===== config.mk =====
export PLATFORM = sky130hd
export DESIGN_NAME = packed_bit_array_engine_top
export DESIGN_NICKNAME = d
export VERILOG_FILES = /design/src/rtl/pbae_pkg.sv /design/src/rtl/packed_bit_array_engine_top.sv /design/src/rtl/pbae_ram.sv
export SDC_FILE = /design/constraint.sdc
export NUM_CORES = 2
export LEC_CHECK = 0
export BUFFER_PORTS_ARGS = -buffer_cell sky130_fd_sc_hd__clkbuf_2
export CORE_UTILIZATION = 65
export CTS_BUF_LIST = sky130_fd_sc_hd__clkbuf_2
export DETAILED_ROUTE_END_ITERATION = 6
export GPL_ROUTABILITY_DRIVEN = 0
export GPL_TIMING_DRIVEN = 0
export PLACE_DENSITY = 0.93
export SYNTH_ARGS = -nofsm -noshare
export SYNTH_HDL_FRONTEND = slang
export SYNTH_HIERARCHICAL = 1
export SYNTH_SLANG_ARGS = --single-unit

===== constraint.sdc =====
create_clock -name clk_i -period 63 [get_ports clk_i]
set_input_delay 6.3 -clock clk_i [delete_from_list [all_inputs] [get_ports clk_i]]
set_output_delay 6.3 -clock clk_i [all_outputs]
set_load 0.05 [all_outputs]

===== src/rtl/pbae_pkg.sv =====
// ----------------------------------------------------------------------------
// pbae_pkg
// Shared types and constants for the packed bit array engine.
// ----------------------------------------------------------------------------
package pbae_pkg;

  typedef enum logic [2:0] {
    OP_FILL      = 3'd0,
    OP_LOAD      = 3'd1,
    OP_COUNT     = 3'd2,
    OP_FIND      = 3'd3,
    OP_FLIP      = 3'd4,
    OP_MERGE_AND = 3'd5,
    OP_MERGE_OR  = 3'd6,
    OP_READ      = 3'd7
  } op_e;

  typedef enum logic [1:0] {
    ST_OK       = 2'd0,
    ST_INVALID  = 2'd1,
    ST_OVERFLOW = 2'd2
  } status_e;

  typedef enum logic [2:0] {
    S_IDLE,
    S_READ,
    S_WAIT,
    S_EXEC,
    S_DONE
  } state_e;

  function automatic logic [3:0] popcount8(input logic [7:0] v);
    logic [3:0] c;
    c = 4'd0;
    for (int i = 0; i < 8; i++) begin
      c = c + {3'd0, v[i]};
    end
    return c;
  endfunction

endpackage


===== src/rtl/packed_bit_array_engine_top.sv =====
// ----------------------------------------------------------------------------
// packed_bit_array_engine_top
// Byte-organized bit store with fill, load, flip, count, find, merge, read.
// ----------------------------------------------------------------------------
// Each byte of a command's span passes through the read, wait and execute
// states of the shared read-modify-write unit, then the result is registered
// from the done state once the output is free; a rejected or empty command goes
// straight from idle to the done state. Fill, flip and length changes sweep the
// whole store; load, merge and read touch one or two bytes. One command is in
// work at a time. Reset clears control state and sets the full length; the store is undefined.
module packed_bit_array_engine_top #(
  parameter int unsigned NUM_BITS = 4096
) (
  input  logic        clk_i,
  input  logic        rst_ni,
  input  logic        s_axis_tvalid,
  output logic        s_axis_tready,
  // op[2:0], fill_value[3], begin_pos[16:4], end_pos[29:17], to_end[30],
  // byte_index[39:31], data_byte[47:40], merge_bits[55:48],
  // merge_count[59:56], dest_offset[71:60], zero[79:72]
  input  logic [79:0] s_axis_tdata,
  output logic        m_axis_tvalid,
  input  logic        m_axis_tready,
  // bit_count[12:0], found[13], position[25:14], read_data[33:26],
  // status[35:34], zero[39:36]
  output logic [39:0] m_axis_tdata,
  input  logic        cfg_we,
  input  logic [12:0] cfg_wdata
);

  localparam int unsigned Bytes = (NUM_BITS + 7) / 8;
  localparam int unsigned AW    = (Bytes > 1) ? $clog2(Bytes) : 1;
  localparam int unsigned LW    = $clog2(NUM_BITS + 1);

  pbae_pkg::state_e state_q, state_d;

  logic [2:0]  op_q;
  logic        fv_q;
  logic [12:0] bpos_q, end_q;
  logic [7:0]  dbyte_q, mbits_q;
  logic [3:0]  mcnt_q;
  logic [11:0] doff_q;
  logic        clr_q;
  logic [LW-1:0] len_q;
  logic [AW:0] addr_q, addr_d, last_q;
  logic [12:0] cnt_q, cnt_d;
  logic        fnd_q, fnd_d;
  logic [11:0] pos_q, pos_d;
  logic [15:0] win_q, win_d;
  logic [1:0]  st_q;
  logic [39:0] res_q;
  logic [7:0]  rdata;
  logic        we;
  logic [7:0]  wdata;
  logic        out_free;

  logic [2:0]  in_op;
  logic [12:0] in_bpos, in_epos, in_end;
  logic [8:0]  in_bidx;
  logic [3:0]  in_mcnt;
  logic [11:0] in_doff;
  logic [13:0] len_ext;
  logic [1:0]  in_st;
  logic        in_empty;
  logic [AW:0] in_first, in_last;

  logic [12:0] cfg_len;
  assign cfg_len = (cfg_wdata == 13'd0) ? 13'd1 :
                   ({1'b0, cfg_wdata} > 14'(NUM_BITS)) ? 13'(NUM_BITS) : cfg_wdata;

  assign in_op   = s_axis_tdata[2:0];
  assign in_bpos = s_axis_tdata[16:4];
  assign in_epos = s_axis_tdata[29:17];
  assign in_bidx = s_axis_tdata[39:31];
  assign in_mcnt = s_axis_tdata[59:56];
  assign in_doff = s_axis_tdata[71:60];
  assign len_ext = 14'(len_q);
  assign in_end  = s_axis_tdata[30] ? 13'(len_q) : in_epos;

  always_comb begin
    in_st    = pbae_pkg::ST_OK;
    in_empty = 1'b0;
    in_first = '0;
    in_last  = (AW+1)'(Bytes - 1);
    case (pbae_pkg::op_e'(in_op))
      pbae_pkg::OP_LOAD: begin
        if ({2'b0, in_bidx, 3'b0} >= len_ext) in_st = pbae_pkg::ST_INVALID;
        in_first = (AW+1)'(in_bidx);
        in_last  = (AW+1)'(in_bidx);
      end
      pbae_pkg::OP_COUNT, pbae_pkg::OP_FIND, pbae_pkg::OP_READ: begin
        if (in_bpos == in_end) in_empty = 1'b1;
        else if (in_bpos > in_end || {1'b0, in_end} > len_ext) in_st = pbae_pkg::ST_INVALID;
        in_first = (AW+1)'(in_bpos >> 3);
        if (in_op == pbae_pkg::OP_READ) in_last = (AW+1)'((in_bpos >> 3) + 13'd1);
        else in_last = (AW+1)'((in_end - 13'd1) >> 3);
      end
      pbae_pkg::OP_MERGE_AND, pbae_pkg::OP_MERGE_OR: begin
        if (in_mcnt == 4'd0) in_empty = 1'b1;
        else if (in_mcnt > 4'd8) in_st = pbae_pkg::ST_INVALID;
        else if ({2'b0, in_doff} + {10'd0, in_mcnt} > len_ext)
          in_st = pbae_pkg::ST_OVERFLOW;
        in_first = (AW+1)'(in_doff >> 3);
        in_last  = (AW+1)'((in_doff + 12'(in_mcnt) - 12'd1) >> 3);
      end
      default: ;
    endcase
    if (in_last > (AW+1)'(Bytes - 1)) in_last = (AW+1)'(Bytes - 1);
  end

  assign s_axis_tready = (state_q == pbae_pkg::S_IDLE) && !cfg_we;
  assign out_free      = !m_axis_tvalid || m_axis_tready;

  // Bit index of bit 0 of the current byte.
  logic [16:0] base;
  logic [7:0]  keep, sel, mmask, msrc;
  logic [15:0] mshift;
  assign base = 17'({addr_q[AW-1:0], 3'b0});

  always_comb begin
    for (int i = 0; i < 8; i++) begin
      keep[i] = (17'(base) + 17'(i)) < 17'(len_q);
      sel[i]  = (17'(base) + 17'(i)) >= 17'(bpos_q) && (17'(base) + 17'(i)) < 17'(end_q);
    end
    mshift = ({8'd0, mbits_q} << doff_q[2:0]);
    mmask  = 8'd0;
    msrc   = 8'd0;
    for (int i = 0; i < 8; i++) begin
      if ((17'(base) + 17'(i)) >= 17'(doff_q) &&
          (17'(base) + 17'(i)) < 17'(doff_q) + 17'(mcnt_q)) mmask[i] = 1'b1;
      msrc[i] = (addr_q[AW-1:0] == doff_q[AW+2:3]) ? mshift[i] : mshift[i+8];
    end
  end

  always_comb begin
    we    = 1'b0;
    wdata = rdata;
    if (state_q == pbae_pkg::S_EXEC) begin
      we = 1'b1;
      if (clr_q) wdata = rdata & keep;
      else begin
        case (pbae_pkg::op_e'(op_q))
          pbae_pkg::OP_FILL:  wdata = fv_q ? keep : 8'd0;
          pbae_pkg::OP_FLIP:  wdata = ~rdata & keep;
          pbae_pkg::OP_LOAD:  wdata = dbyte_q & keep;
          pbae_pkg::OP_MERGE_AND: wdata = (rdata & ~mmask) | (rdata & msrc & mmask);
          pbae_pkg::OP_MERGE_OR:  wdata = rdata | (msrc & mmask);
          default: we = 1'b0;
        endcase
      end
    end
  end

  logic [7:0] fmatch;
  logic [2:0] fidx;
  logic       fany;
  always_comb begin
    fmatch = (fv_q ? rdata : ~rdata) & sel;
    fidx = 3'd0;
    fany = 1'b0;
    for (int i = 7; i >= 0; i--) begin
      if (fmatch[i]) begin
        fidx = 3'(i);
        fany = 1'b1;
      end
    end
  end

  always_comb begin
    cnt_d = cnt_q;
    fnd_d = fnd_q;
    pos_d = pos_q;
    win_d = win_q;
    addr_d = addr_q;
    if (state_q == pbae_pkg::S_IDLE) begin
      if (cfg_we) begin
        addr_d = '0;
      end else if (s_axis_tvalid && s_axis_tready) begin
        addr_d = in_first;
        cnt_d  = '0;
        fnd_d  = 1'b0;
        pos_d  = '0;
        win_d  = '0;
      end
    end else if (state_q == pbae_pkg::S_EXEC) begin
      addr_d = addr_q + 1'b1;
      if (!clr_q) begin
        case (pbae_pkg::op_e'(op_q))
          pbae_pkg::OP_COUNT: cnt_d = cnt_q + 13'(pbae_pkg::popcount8(rdata & sel));
          pbae_pkg::OP_FIND: if (!fnd_q && fany) begin
            fnd_d = 1'b1;
            pos_d = 12'(base) + 12'(fidx);
          end
          pbae_pkg::OP_READ: begin
            if (addr_q[AW-1:0] == bpos_q[AW+2:3]) win_d[7:0] = rdata & sel;
            else win_d[15:8] = rdata & sel;
          end
          default: ;
        endcase
      end
    end
  end

  always_comb begin
    state_d = state_q;
    case (state_q)
      pbae_pkg::S_IDLE: if (cfg_we || (s_axis_tvalid && s_axis_tready)) begin
        state_d = pbae_pkg::S_READ;
        if (!cfg_we && (in_st != pbae_pkg::ST_OK || in_empty)) state_d = pbae_pkg::S_DONE;
      end
      pbae_pkg::S_READ: state_d = pbae_pkg::S_WAIT;
      pbae_pkg::S_WAIT: state_d = pbae_pkg::S_EXEC;
      pbae_pkg::S_EXEC: state_d = (addr_q == last_q) ? pbae_pkg::S_DONE : pbae_pkg::S_READ;
      pbae_pkg::S_DONE: state_d = out_free ? pbae_pkg::S_IDLE : pbae_pkg::S_DONE;
      default: state_d = pbae_pkg::S_IDLE;
    endcase
  end

  logic [15:0] rd_sh;
  assign rd_sh = win_q >> bpos_q[2:0];

  pbae_ram #(.Width(8), .Depth(Bytes)) u_ram (
    .clk_i   (clk_i),
    .we_i    (we),
    .waddr_i (addr_q[AW-1:0]),
    .wdata_i (wdata),
    .raddr_i (addr_q[AW-1:0]),
    .rdata_o (rdata)
  );

  always_ff @(posedge clk_i or negedge rst_ni) begin
    if (!rst_ni) begin
      state_q <= pbae_pkg::S_IDLE;
      len_q   <= LW'(NUM_BITS);
      m_axis_tvalid <= 1'b0;
      clr_q   <= 1'b0;
    end else begin
      state_q <= state_d;
      if (cfg_we) len_q <= LW'(cfg_len);
      if (state_q == pbae_pkg::S_IDLE) clr_q <= cfg_we;
      if (state_q == pbae_pkg::S_DONE && out_free && !clr_q) m_axis_tvalid <= 1'b1;
      else if (m_axis_tvalid && m_axis_tready) m_axis_tvalid <= 1'b0;
    end
  end

  always_ff @(posedge clk_i) begin
    addr_q <= addr_d;
    cnt_q  <= cnt_d;
    fnd_q  <= fnd_d;
    pos_q  <= pos_d;
    win_q  <= win_d;
    if (state_q == pbae_pkg::S_IDLE) begin
      if (cfg_we) begin
        last_q <= (AW+1)'(Bytes - 1);
      end else if (s_axis_tvalid && s_axis_tready) begin
        op_q    <= in_op;
        fv_q    <= s_axis_tdata[3];
        bpos_q  <= in_bpos;
        end_q   <= in_end;
        dbyte_q <= s_axis_tdata[47:40];
        mbits_q <= s_axis_tdata[55:48];
        mcnt_q  <= in_mcnt;
        doff_q  <= in_doff;
        st_q    <= in_st;
        last_q  <= in_last;
      end
    end
    if (state_q == pbae_pkg::S_DONE && out_free && !clr_q) begin
      res_q <= {4'd0, st_q, ((op_q == pbae_pkg::OP_READ) ? rd_sh[7:0] : 8'd0),
                pos_q, fnd_q, cnt_q};
    end
  end

  assign m_axis_tdata = res_q;

endmodule


===== src/rtl/pbae_ram.sv =====
// ----------------------------------------------------------------------------
// pbae_ram
// Generic single-port-write, single-port-read RAM with registered read data.
// ----------------------------------------------------------------------------
module pbae_ram #(
  parameter int unsigned Width = 8,
  parameter int unsigned Depth = 512
) (
  input  logic                     clk_i,
  input  logic                     we_i,
  input  logic [$clog2(Depth)-1:0] waddr_i,
  input  logic [Width-1:0]         wdata_i,
  input  logic [$clog2(Depth)-1:0] raddr_i,
  output logic [Width-1:0]         rdata_o
);

  logic [Width-1:0] mem_q [Depth];

  always_ff @(posedge clk_i) begin
    if (we_i) begin
      mem_q[waddr_i] <= wdata_i;
    end
    rdata_o <= mem_q[raddr_i];
  end

endmodule

==> results of run 1 <==
[cell usage after synthesis, drive strengths merged, types with 12 or more instances]
cell type,n
nor2,693
o21ai,198
edfxtp,4257
o221ai,373
o31ai,21
and3,21
ha,134
nor2b,27
o21a,32
clkbuf,297
a211oi,21
nand2,189
o211ai,12
a31oi,12
a21o,34
nor3b,15
buf,259
a22oi,74
nand2b,13
xnor2,53
nand4,56
inv,110
dfrtp,17
nor3,141
o22ai,188
nand3,73
and2,36
nor4,45
mux4,663
xor2,14
mux2i,831
a21oi,278
or3,17
[cells by family after synthesis]
kind of cell,share of synthesized area [%]
buffers and inverters,2.06
AND/OR/NAND/NOR,3.58
multiplexers,13.5
XOR/XNOR,0.339
other,0.00217
AO/OA/AOI/OAI,5.27
adder cells (fa/ha/maj),1.05
flip-flops,74.2
[stage by stage]
| stage | hold WS (ns) | setup slack [ns] | cell area, um^2 |
|---|---|---|---|
| CTS | 0.369 | 49.43 | 189000 |
| detailed placement | 0.405 | 49.44 | 181000 |
| global placement | 0.409 | 10.34 | 178000 |
| floorplan | 0.400 | 34.76 | 173000 |
[layer usage]
layer / GRT usage, % / GRT overflow
met2: 81.4 / 39
met4: 61.8 / 52
met1: 61.7 / 17
met5: 53.3 / 6
met3: 65.3 / 7
==> results.toml, run 1 <==
[clock_network]
hold_buffers = 0
clock-sinks = 4283
cts_setup_buffers = 0
cts_buffers = 928
cts_resized = 0
cts_root_buf = "clkbuf_2"
htreeDepth = 6
clock_path_buffers = 4

[placement]
hpwlAfterDp_um = 435000
dp_cells = 13200
portBuffers = 126

[yosys]
yosys_warnings = 6
netlist_area_mm2 = 0.173
ys_seq_elements = 4283
async_flop_share_pct = 0.420
synth-seq-area-share_pct = 74.2
synthFlopType = "edfxtp_1"
synth_top_area_share_pct = 73.8
syn_inst = 9345
ys_top_cells_by_area = "edfxtp_1 (74%), mux4_2 (8.6%), mux2i_1 (4.8%)"
syn_area_per_cell_um2 = 18.5
yosysUniqueCellTypes = 92
synth_edf_count = 4257
synth_top_cell_by_area = "edfxtp_1"

[floorplanning]
boundaryPins = 140
die_h_um = 518
std_cell_rows = 189
start_util_pct = 65.3
die_w_um = 518

[run_status]
firstError = "[ERROR GRT-0232] Routing congestion too high. Check the congestion heatmap in the GUI."
haltStage = "global routing"
outcome = "did not finish"

[grt]
grt_max_degree = 97
antenna_found_initial = 222
gr-total-overflow = 121
track_usage_pct = 68.2
==> run 2: changes to the inputs <==
--- a/config.mk
+++ b/config.mk
@@ -6,12 +6,11 @@
 export NUM_CORES = 2
 export LEC_CHECK = 0
 export BUFFER_PORTS_ARGS = -buffer_cell sky130_fd_sc_hd__clkbuf_2
-export CORE_UTILIZATION = 65
-export CTS_BUF_LIST = sky130_fd_sc_hd__clkbuf_2
+export CORE_UTILIZATION = 40
 export DETAILED_ROUTE_END_ITERATION = 6
 export GPL_ROUTABILITY_DRIVEN = 0
 export GPL_TIMING_DRIVEN = 0
-export PLACE_DENSITY = 0.93
+export PLACE_DENSITY_LB_ADDON = 0.15
 export SYNTH_ARGS = -nofsm -noshare
 export SYNTH_HDL_FRONTEND = slang
 export SYNTH_HIERARCHICAL = 1
==> results.toml, run 2 <==
[cells_and_area]
area_growth_pct = 15.4
finalNetCount = 10400
layout_commonest_cell = "edfxtp_1"
largest_reg_flops = 4096
regMostFlops = "u_ram/mem_q"
drive_gt1_share_pct = 19.3
layout_common_cells = "edfxtp_1 (4,257), mux2i_1 (828), nor2_1 (692)"
fillerInstances = 36100

[clock_network]
clkTransAtPathRegs_ns = 0.06
cts_buffers = 441
cts_tree = "done"
clk_latency_ns = 1.04
htreeDepth = 5
cts_setup_buffers = 0
cts_root_buf = "clkbuf_16"
clock_path_buffers = 4
cts_resized = 0
clock-sinks = 4283
hold_buffers = 0

[grt]
grt_pass1_vias = 98200
grt_pass1_wl_um = 887000
antenna_found_initial = 81
gr-total-overflow = 0
track_usage_pct = 30.6
grt_max_degree = 83

[power_and_ir_drop]
clkPwrFrac_pct = 24.1
p_leak_uw = 0.0647
p_comb_share_pct = 40.8
cellPowerDensity_mw_per_mm2 = 54.6
seqPwrFrac_pct = 35.1
p_sw_share_pct = 40.2
p_switching_uw = 4380
power.internal_uw = 6520
ir_drop_mv = 0.0422

[floorplanning]
dieArea_mm2 = 0.435
std_cell_rows = 241
start_util_pct = 40.2
die_h_um = 660
fp.coreArea_mm2 = 0.431
boundaryPins = 140
die_w_um = 660

[worst_setup_path]
rrSetupSlack_ns = 55.64
crit_required_ns = 56.70
cp-end-kind = "primary output"
r2r_start = "addr_q[1]"
crit_arrival_ns = 7.48
r2r_cells = 11
worstSetupPathType = "in2out"
worstReg2RegEnd = "u_ram/rdata_o[1]"
start_kind = "input port"
path_max_fanout = 7

[hold_path]
holdCritStartpoint = "pos_q[0]"
min_path_cells = 0
hold_end = "m_axis_tdata[14]"
hp-class = "reg2reg"

[yosys]
syn_area_per_cell_um2 = 18.5
synth_edf_count = 4257
synth_top_cell_by_area = "edfxtp_1"
netlist_area_mm2 = 0.173
syn_inst = 9345
synthFlopType = "edfxtp_1"
ys_top_cells_by_area = "edfxtp_1 (74%), mux4_2 (8.6%), mux2i_1 (4.8%)"
async_flop_share_pct = 0.420
synth_top_area_share_pct = 73.8
synth_most_common_cell = "edfxtp_1"
yosys_warnings = 6
yosysUniqueCellTypes = 92
ys_seq_elements = 4283
netlist_top_cells_count = "edfxtp_1 (4,257), mux2i_1 (828), nor2_1 (693)"
synth-seq-area-share_pct = 74.2

[sta]
rsz0062_at_grt = "false"
hold_violations = 0
fin_tns_setup_ns = 0
fin_crit_ns = 13.78
worstMarginPinSlew_ns = 1.69
maxSlewViolCount = 151
timing.fmax_mhz = 72.6
slew_headroom_pct = -13.7
final-setup-viol-count = 0
whs_ns = 0.422
skew_ns = 0.0476
finalCritPeriodShare_pct = 21.9

[detailed_routing]
drt_iter0_drc = 17200
totalWireLength_um = 680000
vias = 104000
wire_per_inst_um = 41.8
via_per_inst = 6.40
drtPass1Iterations = 7
drc = 311
detail-route-antenna-nets = 0

[run_status]
violations = "DRC, capacitance limit, slew limit"
outcome = "complete, but fails checks"

[placement]
portBuffers = 126
hpwlAfterDp_um = 494000

[flow_run]
max-cap-violations = 28
-- run 2: cell counts after synthesis --
Identical to the previous run, type by type.
-- run 2: worst max-delay path by stage --
stage	depth (start not counted)	end	slack (ns)	start
floorplan	17	u_ram/mem_q[0][2]	34.76	doff_q[0]
global placement	9	u_ram/mem_q[222][2]	3.41	addr_q[7]
detailed placement	3	s_axis_tready	49.24	cfg_we
CTS	3	s_axis_tready	49.23	cfg_we
global route	3	s_axis_tready	49.21	cfg_we
finish	3	s_axis_tready	49.22	cfg_we
-- run 2: power by group through the flow --
stage               Combinational, uW  Clock (uW)  Sequential, uW
floorplan                        1850           0            4520
global placement                 3790           0            5390
detailed placement               4250           0            3890
CTS                              4260        2640            3830
global route                     4420        2740            3830
finish                           4450        2620            3830
-- run 2: routing by layer --
layer	GRT usage (%)	up-vias	wire length [um]	part of all wire (%)
met5	0.288	-	385	0.057
met4	16.8	44	44400	6.5
met3	10.7	1490	90700	13
met2	45.1	7561	294000	43
met1	39.6	54900	251000	37
li1	-	40000	-	-
-- run 2: cell type report --
| cell class | instances | area, um^2 | area share (%) |
|---|---|---|---|
| clock buffers | 547 | 11600 | 5.83 |
| flip-flops and latches | 4283 | 128000 | 64.3 |
| multi-input cells | 4400 | 41300 | 20.7 |
| well taps | 5710 | 7140 | 3.58 |
| repair buffers | 356 | 4840 | 2.42 |
| diodes | 57 | 143 | 0.0714 |
| inverters | 110 | 413 | 0.207 |
| plain buffers | 556 | 3290 | 1.65 |
| clock inverters | 255 | 2630 | 1.32 |
-- run 2: logic make-up after synthesis --
kind of cell	after synthesis	share of synthesized area, %
buffers and inverters	666	2.06
AO/OA/AOI/OAI	1322	5.27
adder cells (fa/ha/maj)	141	1.05
flip-flops	4283	74.2
AND/OR/NAND/NOR	1362	3.58
other	1	0.00217
multiplexers	1503	13.5
XOR/XNOR	67	0.339
-- run 2: metrics by stage --
stage | util (%) | instance area [um^2] | power (uW) | setup WS [ns] | std cells
2_1_floorplan | - | 173000 | 6370 | 34.76 | 9349
3_3_place_gp | 42.0 | 181000 | 9180 | 3.41 | 15200
3_5_place_dp | 43.0 | 185000 | 8130 | 49.24 | 15400
4_1_cts | 46.3 | 200000 | 10700 | 49.23 | 16200
5_1_grt | 46.3 | 200000 | 11000 | 49.21 | 16200
6_report | 46.4 | 200000 | 10900 | 49.22 | 16300
-- run 2: worst max-delay path, stage by stage --
cell	delay, ns
clkbuf_2	0.22
nor2_1	0.57
clkbuf_2	0.39
Note: power is estimated with default switching activity, not from simulation.
